### src/design/sha_pkg.sv
// shared types and constants for the sha-256 stream hasher
package sha_pkg;

    typedef logic [31:0] t_word;

    // command from front to back part
    typedef struct packed {
        logic [7:0] data_byte;
        logic       carries_byte;
        logic       is_last;
    } t_cmd;

    localparam t_word INIT_HASH [8] = '{
        32'h6a09e667, 32'hbb67ae85, 32'h3c6ef372, 32'ha54ff53a,
        32'h510e527f, 32'h9b05688c, 32'h1f83d9ab, 32'h5be0cd19
    };

    localparam t_word ROUND_K [64] = '{
        32'h428a2f98, 32'h71374491, 32'hb5c0fbcf, 32'he9b5dba5, 32'h3956c25b,
        32'h59f111f1, 32'h923f82a4, 32'hab1c5ed5, 32'hd807aa98, 32'h12835b01,
        32'h243185be, 32'h550c7dc3, 32'h72be5d74, 32'h80deb1fe, 32'h9bdc06a7,
        32'hc19bf174, 32'he49b69c1, 32'hefbe4786, 32'h0fc19dc6, 32'h240ca1cc,
        32'h2de92c6f, 32'h4a7484aa, 32'h5cb0a9dc, 32'h76f988da, 32'h983e5152,
        32'ha831c66d, 32'hb00327c8, 32'hbf597fc7, 32'hc6e00bf3, 32'hd5a79147,
        32'h06ca6351, 32'h14292967, 32'h27b70a85, 32'h2e1b2138, 32'h4d2c6dfc,
        32'h53380d13, 32'h650a7354, 32'h766a0abb, 32'h81c2c92e, 32'h92722c85,
        32'ha2bfe8a1, 32'ha81a664b, 32'hc24b8b70, 32'hc76c51a3, 32'hd192e819,
        32'hd6990624, 32'hf40e3585, 32'h106aa070, 32'h19a4c116, 32'h1e376c08,
        32'h2748774c, 32'h34b0bcb5, 32'h391c0cb3, 32'h4ed8aa4a, 32'h5b9cca4f,
        32'h682e6ff3, 32'h748f82ee, 32'h78a5636f, 32'h84c87814, 32'h8cc70208,
        32'h90befffa, 32'ha4506ceb, 32'hbef9a3f7, 32'hc67178f2
    };

    localparam logic [7:0] PAD_BYTE = 8'h80;
    localparam logic [5:0] LEN_POS  = 6'd56;

    function automatic t_word ror32(input t_word v, input int amt);
        ror32 = (v >> amt) | (v << (32 - amt));
    endfunction

endpackage

### src/design/sha_front.sv
// input side: drops empty non-last items and queues commands for the core
module sha_front
    import sha_pkg::*;
#(
    parameter int DEPTH_LOG2 = 2
) (
    input  logic       i_clk,
    input  logic       i_rst_n,
    input  logic       i_valid,
    output logic       o_stall,
    input  logic [7:0] i_data_byte,
    input  logic       i_carries_byte,
    input  logic       i_is_last,
    output logic       o_cmd_valid,
    output t_cmd       o_cmd,
    input  logic       i_cmd_take
);
    localparam int DEPTH = 1 << DEPTH_LOG2;

    t_cmd                r_q [DEPTH];
    logic [DEPTH_LOG2:0] r_wr, r_rd;
    logic                full, push, keep;

    assign full        = (r_wr[DEPTH_LOG2] != r_rd[DEPTH_LOG2]) &&
                         (r_wr[DEPTH_LOG2-1:0] == r_rd[DEPTH_LOG2-1:0]);
    assign o_stall     = full;
    assign keep        = i_carries_byte | i_is_last;
    assign push        = i_valid && !full && keep;
    assign o_cmd_valid = (r_wr != r_rd);
    assign o_cmd       = r_q[r_rd[DEPTH_LOG2-1:0]];

    always_ff @(posedge i_clk) begin
        if (push) begin
            r_q[r_wr[DEPTH_LOG2-1:0]] <= '{i_data_byte, i_carries_byte, i_is_last};
        end
        if (!i_rst_n) begin
            r_wr <= '0;
            r_rd <= '0;
        end else begin
            if (push) r_wr <= r_wr + 1'b1;
            if (i_cmd_take && o_cmd_valid) r_rd <= r_rd + 1'b1;
        end
    end
endmodule

### src/design/sha_core.sv
// back side: block buffer, padding, round engine and digest output
module sha_core
    import sha_pkg::*;
(
    input  logic        i_clk,
    input  logic        i_rst_n,
    input  logic        i_cmd_valid,
    input  t_cmd        i_cmd,
    output logic        o_cmd_take,
    output logic        o_valid,
    input  logic        i_stall,
    output logic [31:0] o_digest_word,
    output logic [2:0]  o_word_index,
    output logic        o_last_word
);
    localparam logic [2:0] S_IDLE = 3'd0, S_PAD = 3'd1, S_ROUND = 3'd2,
                           S_ADD = 3'd3, S_OUT = 3'd4;

    logic [2:0]  r_state;
    logic [5:0]  r_fill;
    logic [63:0] r_bits;
    t_word       r_h [8];
    t_word       r_v [8];
    t_word       r_w [16];    // block words while filling, schedule window in rounds
    logic [5:0]  r_rnd;
    logic        r_closing;   // message is being closed
    logic        r_marked;    // pad byte already placed
    logic        r_len_blk;   // block being padded carries the length
    logic        r_final;     // block in flight is the one holding the length
    logic [2:0]  r_oidx;

    t_word      wt, s0, s1, b1, ch, t1, b0, mj, w15, w2;
    logic       take;
    logic [5:0] n_fill;
    logic [7:0] pad_byte;
    logic [7:0] wr_byte;
    logic       wr_en;

    assign take       = (r_state == S_IDLE) && i_cmd_valid;
    assign o_cmd_take = take;
    assign n_fill     = (take && i_cmd.carries_byte) ? r_fill + 6'd1 : r_fill;

    always_comb begin
        w15 = r_w[1];
        w2  = r_w[14];
        s0  = ror32(w15, 7) ^ ror32(w15, 18) ^ (w15 >> 3);
        s1  = ror32(w2, 17) ^ ror32(w2, 19) ^ (w2 >> 10);
        wt  = (r_rnd < 6'd16) ? r_w[0] : r_w[0] + s0 + r_w[9] + s1;
        b1  = ror32(r_v[4], 6) ^ ror32(r_v[4], 11) ^ ror32(r_v[4], 25);
        ch  = (r_v[4] & r_v[5]) ^ (~r_v[4] & r_v[6]);
        t1  = r_v[7] + b1 + ch + ROUND_K[r_rnd] + wt;
        b0  = ror32(r_v[0], 2) ^ ror32(r_v[0], 13) ^ ror32(r_v[0], 22);
        mj  = (r_v[0] & r_v[1]) ^ (r_v[0] & r_v[2]) ^ (r_v[1] & r_v[2]);
    end

    // padding is written one byte per cycle from the fill position
    always_comb begin
        priority if (!r_marked) begin
            pad_byte = PAD_BYTE;
        end else if (r_len_blk && r_fill >= LEN_POS) begin
            pad_byte = r_bits[{~r_fill[2:0], 3'b000} +: 8];
        end else begin
            pad_byte = 8'h00;
        end
        wr_en   = (r_state == S_PAD) || (take && i_cmd.carries_byte);
        wr_byte = (r_state == S_PAD) ? pad_byte : i_cmd.data_byte;
    end

    assign o_valid       = (r_state == S_OUT);
    assign o_digest_word = r_h[r_oidx];
    assign o_word_index  = r_oidx;
    assign o_last_word   = (r_oidx == 3'd7);

    always_ff @(posedge i_clk) begin
        if (!i_rst_n) begin
            r_state   <= S_IDLE;
            r_fill    <= '0;
            r_bits    <= '0;
            r_closing <= 1'b0;
            r_marked  <= 1'b0;
            r_len_blk <= 1'b0;
            r_final   <= 1'b0;
            r_oidx    <= '0;
            r_rnd     <= '0;
            for (int i = 0; i < 8; i++) r_h[i] <= INIT_HASH[i];
        end else begin
            if (wr_en) begin
                r_w[r_fill[5:2]][{~r_fill[1:0], 3'b000} +: 8] <= wr_byte;
            end
            unique case (r_state)
                S_IDLE: begin
                    if (take) begin
                        r_closing <= i_cmd.is_last;
                        r_marked  <= 1'b0;
                        r_final   <= 1'b0;
                        r_len_blk <= (n_fill < LEN_POS);
                        r_fill    <= n_fill;
                        if (i_cmd.carries_byte) r_bits <= r_bits + 64'd8;
                        if (i_cmd.carries_byte && r_fill == 6'd63) begin
                            r_state <= S_ROUND;
                            r_rnd   <= '0;
                            for (int i = 0; i < 8; i++) r_v[i] <= r_h[i];
                        end else if (i_cmd.is_last) begin
                            r_state <= S_PAD;
                        end
                    end
                end
                S_PAD: begin
                    r_marked <= 1'b1;
                    r_fill   <= r_fill + 6'd1;
                    if (r_fill == 6'd63) begin
                        r_state <= S_ROUND;
                        r_rnd   <= '0;
                        r_final <= r_len_blk;
                        for (int i = 0; i < 8; i++) r_v[i] <= r_h[i];
                    end
                end
                S_ROUND: begin
                    r_v[7] <= r_v[6];
                    r_v[6] <= r_v[5];
                    r_v[5] <= r_v[4];
                    r_v[4] <= r_v[3] + t1;
                    r_v[3] <= r_v[2];
                    r_v[2] <= r_v[1];
                    r_v[1] <= r_v[0];
                    r_v[0] <= t1 + b0 + mj;
                    for (int i = 0; i < 15; i++) r_w[i] <= r_w[i+1];
                    r_w[15] <= wt;
                    r_rnd <= r_rnd + 6'd1;
                    if (r_rnd == 6'd63) r_state <= S_ADD;
                end
                S_ADD: begin
                    for (int i = 0; i < 8; i++) r_h[i] <= r_h[i] + r_v[i];
                    if (!r_closing) begin
                        r_state <= S_IDLE;
                    end else if (r_final) begin
                        r_state <= S_OUT;
                        r_oidx  <= '0;
                    end else begin
                        // another padding block follows, ending with the length
                        r_state   <= S_PAD;
                        r_len_blk <= 1'b1;
                    end
                end
                S_OUT: begin
                    if (!i_stall) begin
                        r_oidx <= r_oidx + 3'd1;
                        if (r_oidx == 3'd7) begin
                            r_state   <= S_IDLE;
                            r_fill    <= '0;
                            r_bits    <= '0;
                            r_closing <= 1'b0;
                            for (int i = 0; i < 8; i++) r_h[i] <= INIT_HASH[i];
                        end
                    end
                end
                default: r_state <= S_IDLE;
            endcase
        end
    end
endmodule

### src/design/sha256_stream_hasher.sv
// top level of the sha-256 stream hasher
//
// input channel: one item per message byte (i_data_byte, i_carries_byte,
// i_is_last), accepted when i_valid is high and o_stall is low. an item
// without a byte and not last is dropped. the item marked last closes the
// message; an item with no byte and last closes an empty message.
// output channel: eight items per message, h0 first, with o_word_index
// and o_last_word on h7, taken when o_valid is high and i_stall is low.
// a four-entry command queue parts the input from the hashing core.
// the core takes one byte at a time while idle; every 64th byte starts
// the 64 one-per-cycle rounds and the chaining add. closing writes
// the padding one byte per cycle up to the block end, then the rounds
// and add follow; with 56 or more bytes in the last block a second
// padding block follows. the eight output words come last.
// no byte is taken while the rounds run; this loop sets the rate.
// while the receiver stalls the core holds the current word and the
// queue fills, after which o_stall rises.
// synchronous active-low reset empties the queue and loads the initial
// hash values; no clearing pass is needed.
module sha256_stream_hasher
    import sha_pkg::*;
#(
    parameter int QUEUE_LOG2 = 2
) (
    input  logic        i_clk,
    input  logic        i_rst_n,
    input  logic        i_valid,
    output logic        o_stall,
    input  logic [7:0]  i_data_byte,
    input  logic        i_carries_byte,
    input  logic        i_is_last,
    output logic        o_valid,
    input  logic        i_stall,
    output logic [31:0] o_digest_word,
    output logic [2:0]  o_word_index,
    output logic        o_last_word
);
    logic cmd_valid, cmd_take;
    t_cmd cmd;

    sha_front #(.DEPTH_LOG2(QUEUE_LOG2)) u_front (
        .i_clk, .i_rst_n, .i_valid, .o_stall, .i_data_byte, .i_carries_byte,
        .i_is_last, .o_cmd_valid(cmd_valid), .o_cmd(cmd), .i_cmd_take(cmd_take)
    );

    sha_core u_core (
        .i_clk, .i_rst_n, .i_cmd_valid(cmd_valid), .i_cmd(cmd),
        .o_cmd_take(cmd_take), .o_valid, .i_stall, .o_digest_word,
        .o_word_index, .o_last_word
    );
endmodule

### config.mk
export PLATFORM = sky130hd
export DESIGN_NAME = sha256_stream_hasher
export DESIGN_NICKNAME = d
export VERILOG_FILES = /design/src/design/sha_pkg.sv /design/src/design/sha_front.sv /design/src/design/sha_core.sv /design/src/design/sha256_stream_hasher.sv
export SDC_FILE = /design/constraint.sdc
export NUM_CORES = 2
export LEC_CHECK = 0
export BUFFER_PORTS_ARGS = -buffer_cell sky130_fd_sc_hd__buf_4
export CAP_MARGIN = 40
export CELL_PAD_IN_SITES_DETAIL_PLACEMENT = 0
export CELL_PAD_IN_SITES_GLOBAL_PLACEMENT = 1
export CORE_UTILIZATION = 25
export CTS_BUF_LIST = sky130_fd_sc_hd__clkbuf_4 sky130_fd_sc_hd__clkbuf_8
export DETAILED_ROUTE_END_ITERATION = 8
export PLACE_DENSITY = 0.5
export SYNTH_ARGS = -nofsm -noshare
export SYNTH_HDL_FRONTEND = slang
export SYNTH_SLANG_ARGS = --single-unit
### constraint.sdc
create_clock -name i_clk -period 11.3 [get_ports i_clk]
set_clock_uncertainty 0.05 [all_clocks]
set_input_delay 1.695 -clock i_clk [delete_from_list [all_inputs] [get_ports i_clk]]
set_output_delay 1.695 -clock i_clk [all_outputs]
set_load 0.1 [all_outputs]
==> summary.md <==
| Metric | Value |
|---|---|
| CP max FO | `5` |
| TritonCTS clock tree | `yes` |
| First-pass GRT wire length | `414000 um` |
| Reg2Reg Depth | `44` |
| Nets | `8499` |
| Fmax | `94.3 MHz` |
| Routed WL per cell | `23.9 um` |
| Placed Cells | `11600` |
| Clk_lat worst skew | `1.09 ns` |
| Number of global-route vias before repair | `57900` |
| GPL Wtd Cong | `0.905` |
| Synth Instances | `7738` |
| Clock share of power | `34.9%` |
| Combinational power share | `24.9%` |
| Peak VDD IR | `0.142 mV` |
| Reg power frac | `40.3%` |
| Die Ht | `547 um` |
| Worst Setup End Kind | `flop` |
| CTS buffer count | `222` |
| Library cells used by synthesis | `92` |
| Mean post-synth cell area | `9.60 um2` |
| Avg Vias per Cell | `4.84` |
| DR iter-0 viols | `4528` |
| Overall Power | `12.2 mW` |
| Switch Pwr | `4.04 mW` |
| Seq/Total Area, Yosys | `43.8%` |
| Residual DRC count | `0` |
| Minimum clock period | `10.61 ns` |
| Synth warn | `0` |
| Post-layout worst setup margin | `0.690 ns` |
| Slew margin rel. | `24.8%` |
| Final setup viols | `0` |
| CTS Buffer Depth | `4` |
| Internal power | `8.19 mW` |
| Worst slack, placed | `0.328 ns` |
| Ys async rst share | `0%` |
| Largest net degree at the start of global routing | `207` |
| Final instance count without filler cells | `12000` |
| Leakage dissipation | `34.0 nW` |
| Die area | `299000 um2` |
| Max stage delay cell, worst path | `edfxtp_1` |
| Crit path required time | `12.01 ns` |
| Final Hold Vio Count | `0` |
| Post-synthesis compound-gate area fraction | `12.0%` |
| Hold Path Stages | `2` |
| Sw Ratio | `33.0%` |
| Initial core utilization | `25.2%` |
| Synth Area in Adders | `12.5%` |
| WHS | `0.415 ns` |
| Critical Path Source Type | `flop` |
| Fin crit share | `93.9%` |
| Remaining Overflow, GRT | `0` |
| Initial antenna violation count | `22` |
| Clock Sinks | `1158` |
| CP most frequent cell | `a21oi_1` |
| Least-Margin Pin Slew | `1.13 ns` |
| Layout cells sized above 1 | `10.3%` |
| Pwr dens | `144 nW/um2` |
| Slew Viols, Final | `0` |
| Worst-path clk slew | `0.07 ns` |
| FP Rows | `199` |
| RSZ-0062 raised after global routing | `false` |
| Register bit total from synthesis | `1158` |
| Port Buf Inserts | `51` |
| Final wirelength | `286000 um` |
| Mux share of post-synthesis cell area | `4.04%` |
| Top_reg_cell synth | `edfxtp_1` |
| Status | `finished clean` |
| 1st-pass router iterations | `5` |
| Total of max-cap violations | `0` |
| Largest family of logic cells by synthesized area | `simple AND/OR/NAND/NOR gates` |
| Final antenna-violating net count | `0` |
| Post-synth EDFFs | `936` |
| Syn_nets | `8363` |
| Dpl hpwl | `215000 um` |
| Kind of critical path | `reg -> reg` |
| HP Class | `reg -> reg` |
| Post-Synth XOR/XNOR Area | `7.51%` |
| Area Overhead vs Synth | `14.0%` |
| Post-Synthesis Cell Area | `74300 um2` |
| Total global-route track usage | `18.8%` |
| H-tree levels | `4` |
| Simple-gate portion of the synthesized area | `16.5%` |
| Setup TNS | `0 ns` |
| Vias | `58000` |
| Reg2reg setup slack | `0.69 ns` |
| Critical Path AT | `11.32 ns` |
| Clock root buffer | `clkbuf_8` |
| I/O pin total | `52` |
| Die X | `547 um` |
| Core Region | `295000 um2` |
| Max incr delay on CP | `0.50 ns` |
worst max-delay path: cells and delay by family (launching register included):
family | cells | cell delay [ns]
AOI/OAI and AO/OA | 20 | 3.75
adders and majority gates | 8 | 3.30
xor gates and xnor gates | 6 | 1.24
and+or+nand+nor | 6 | 1.03
DFF | 1 | 0.50
buffers and inverters | 4 | 0.38
flip-flops by register name (all words and copies together) (netlist names), named ones only:
register,cells
u_front.r_q,40
u_core.r_v,256
u_core.r_rnd,6
u_core.r_fill,6
u_core.r_h,256
u_core.r_final,1
u_core.r_state,3
u_core.r_bits,61
u_core.o_word_index,3
u_core.r_len_blk,1
u_front.r_rd,3
u_core.r_w,512
u_core.r_marked,1
u_front.r_wr,3
u_core.r_closing,1
cells in the mapped netlist, types with 195 or more instances:
library cell | instances | area [um2]
nand2_1 | 2016 | 7570
clkbuf_1 | 351 | 1320
ha_1 | 416 | 5200
edfxtp_1 | 936 | 28100
a21oi_1 | 423 | 2120
inv_1 | 342 | 1280
xor2_1 | 257 | 2250
nor2_1 | 387 | 1450
xnor2_1 | 380 | 3330
o21ai_0 | 441 | 2210
fa_1 | 195 | 3900
dfxtp_1 | 222 | 4440
final cells by class:
class,instances,area (um2)
multi-input cells,5846,39100
fillers,31300,210000
clock inverters,94,542
clock buffers,309,3790
flip-flops and latches,1158,32600
well taps,3919,4900
inverters,345,1300
repair buffers,301,2500
diodes,7,17.5
cell families (layout without fill, tap and decap cells):
group | Yosys count | in the layout
buffers and inverters | 734 | 1049
XOR/XNOR | 637 | 637
adder cells (fa/ha/maj) | 629 | 629
flip-flops | 1158 | 1158
other | 0 | 7
AO/OA/AOI/OAI | 1456 | 1456
multiplexers | 183 | 183
AND/OR/NAND/NOR | 2941 | 2941
per-layer routing:
layer	vias up	global-route usage (%)	routed length, um
li1	27200	-	-
met1	29100	26.0	133000
met2	1446	30.6	132000
met3	326	2.52	14000
met4	0	4.83	7120
met5	-	0	0
power by group through the flow:
stage               clock network [mW]  registers, mW  logic (mW)
finish                            4.27           4.93        3.04
global placement                     0           5.01        2.91
detailed placement                   0           5.02        3.01
global route                      4.56           4.93        3.34
floorplan                            0           4.97        1.93
CTS                               4.41           4.93        3.04
what timing repair did:
item                       4_1_cts  5_1_grt
hold buffers                     0        0
hold endpoints to repair         0        0
setup endpoints to repair        0        3
setup buffers                    0        0
gates resized for setup          0        8
final timing paths:
kind | from | end
setup / recovery | u_core.r_w[14][19] | u_core.r_v[0][31]
hold / removal | u_core.r_w[15][28] | u_core.r_w[14][28]
setup reg to reg | u_core.r_w[14][19] | u_core.r_v[0][31]
hold reg to reg | u_core.r_w[15][28] | u_core.r_w[14][28]
placed cells by master, fill, tap and decap left out, types with 14 or more instances in the layout:
cell type  instances
nand2_1         2011
edfxtp_1         936
o21ai_0          428
a21oi_1          421
ha_1             416
nor2_1           385
xnor2_1          379
inv_1            340
xor2_1           256
buf_4            243
clkbuf_8         235
dfxtp_1          215
fa_1             195
a21o_1           143
nand3_1          112
nor3_1            98
mux4_2            90
nand2b_1          79
clkbuf_4          74
clkinv_1          62
mux2i_1           56
o211ai_1          52
nor2b_1           52
and3_1            51
o21bai_1          48
o21ai_1           46
a211oi_1          43
o21a_1            41
mux2_2            37
or3_1             36
o31ai_1           34
a31oi_1           34
buf_2             29
nand4_1           24
and2_1            21
clkinv_2          20
maj3_1            18
buf_8             14
through the flow:
step	area (um2)	util, %
floorplan	74300	-
global placement	79600	27.0
detailed placement	80300	27.3
CTS	84700	28.7
global route	84700	28.7
finish	84700	28.7
No activity file was read; power rests on OpenSTA's default activity.
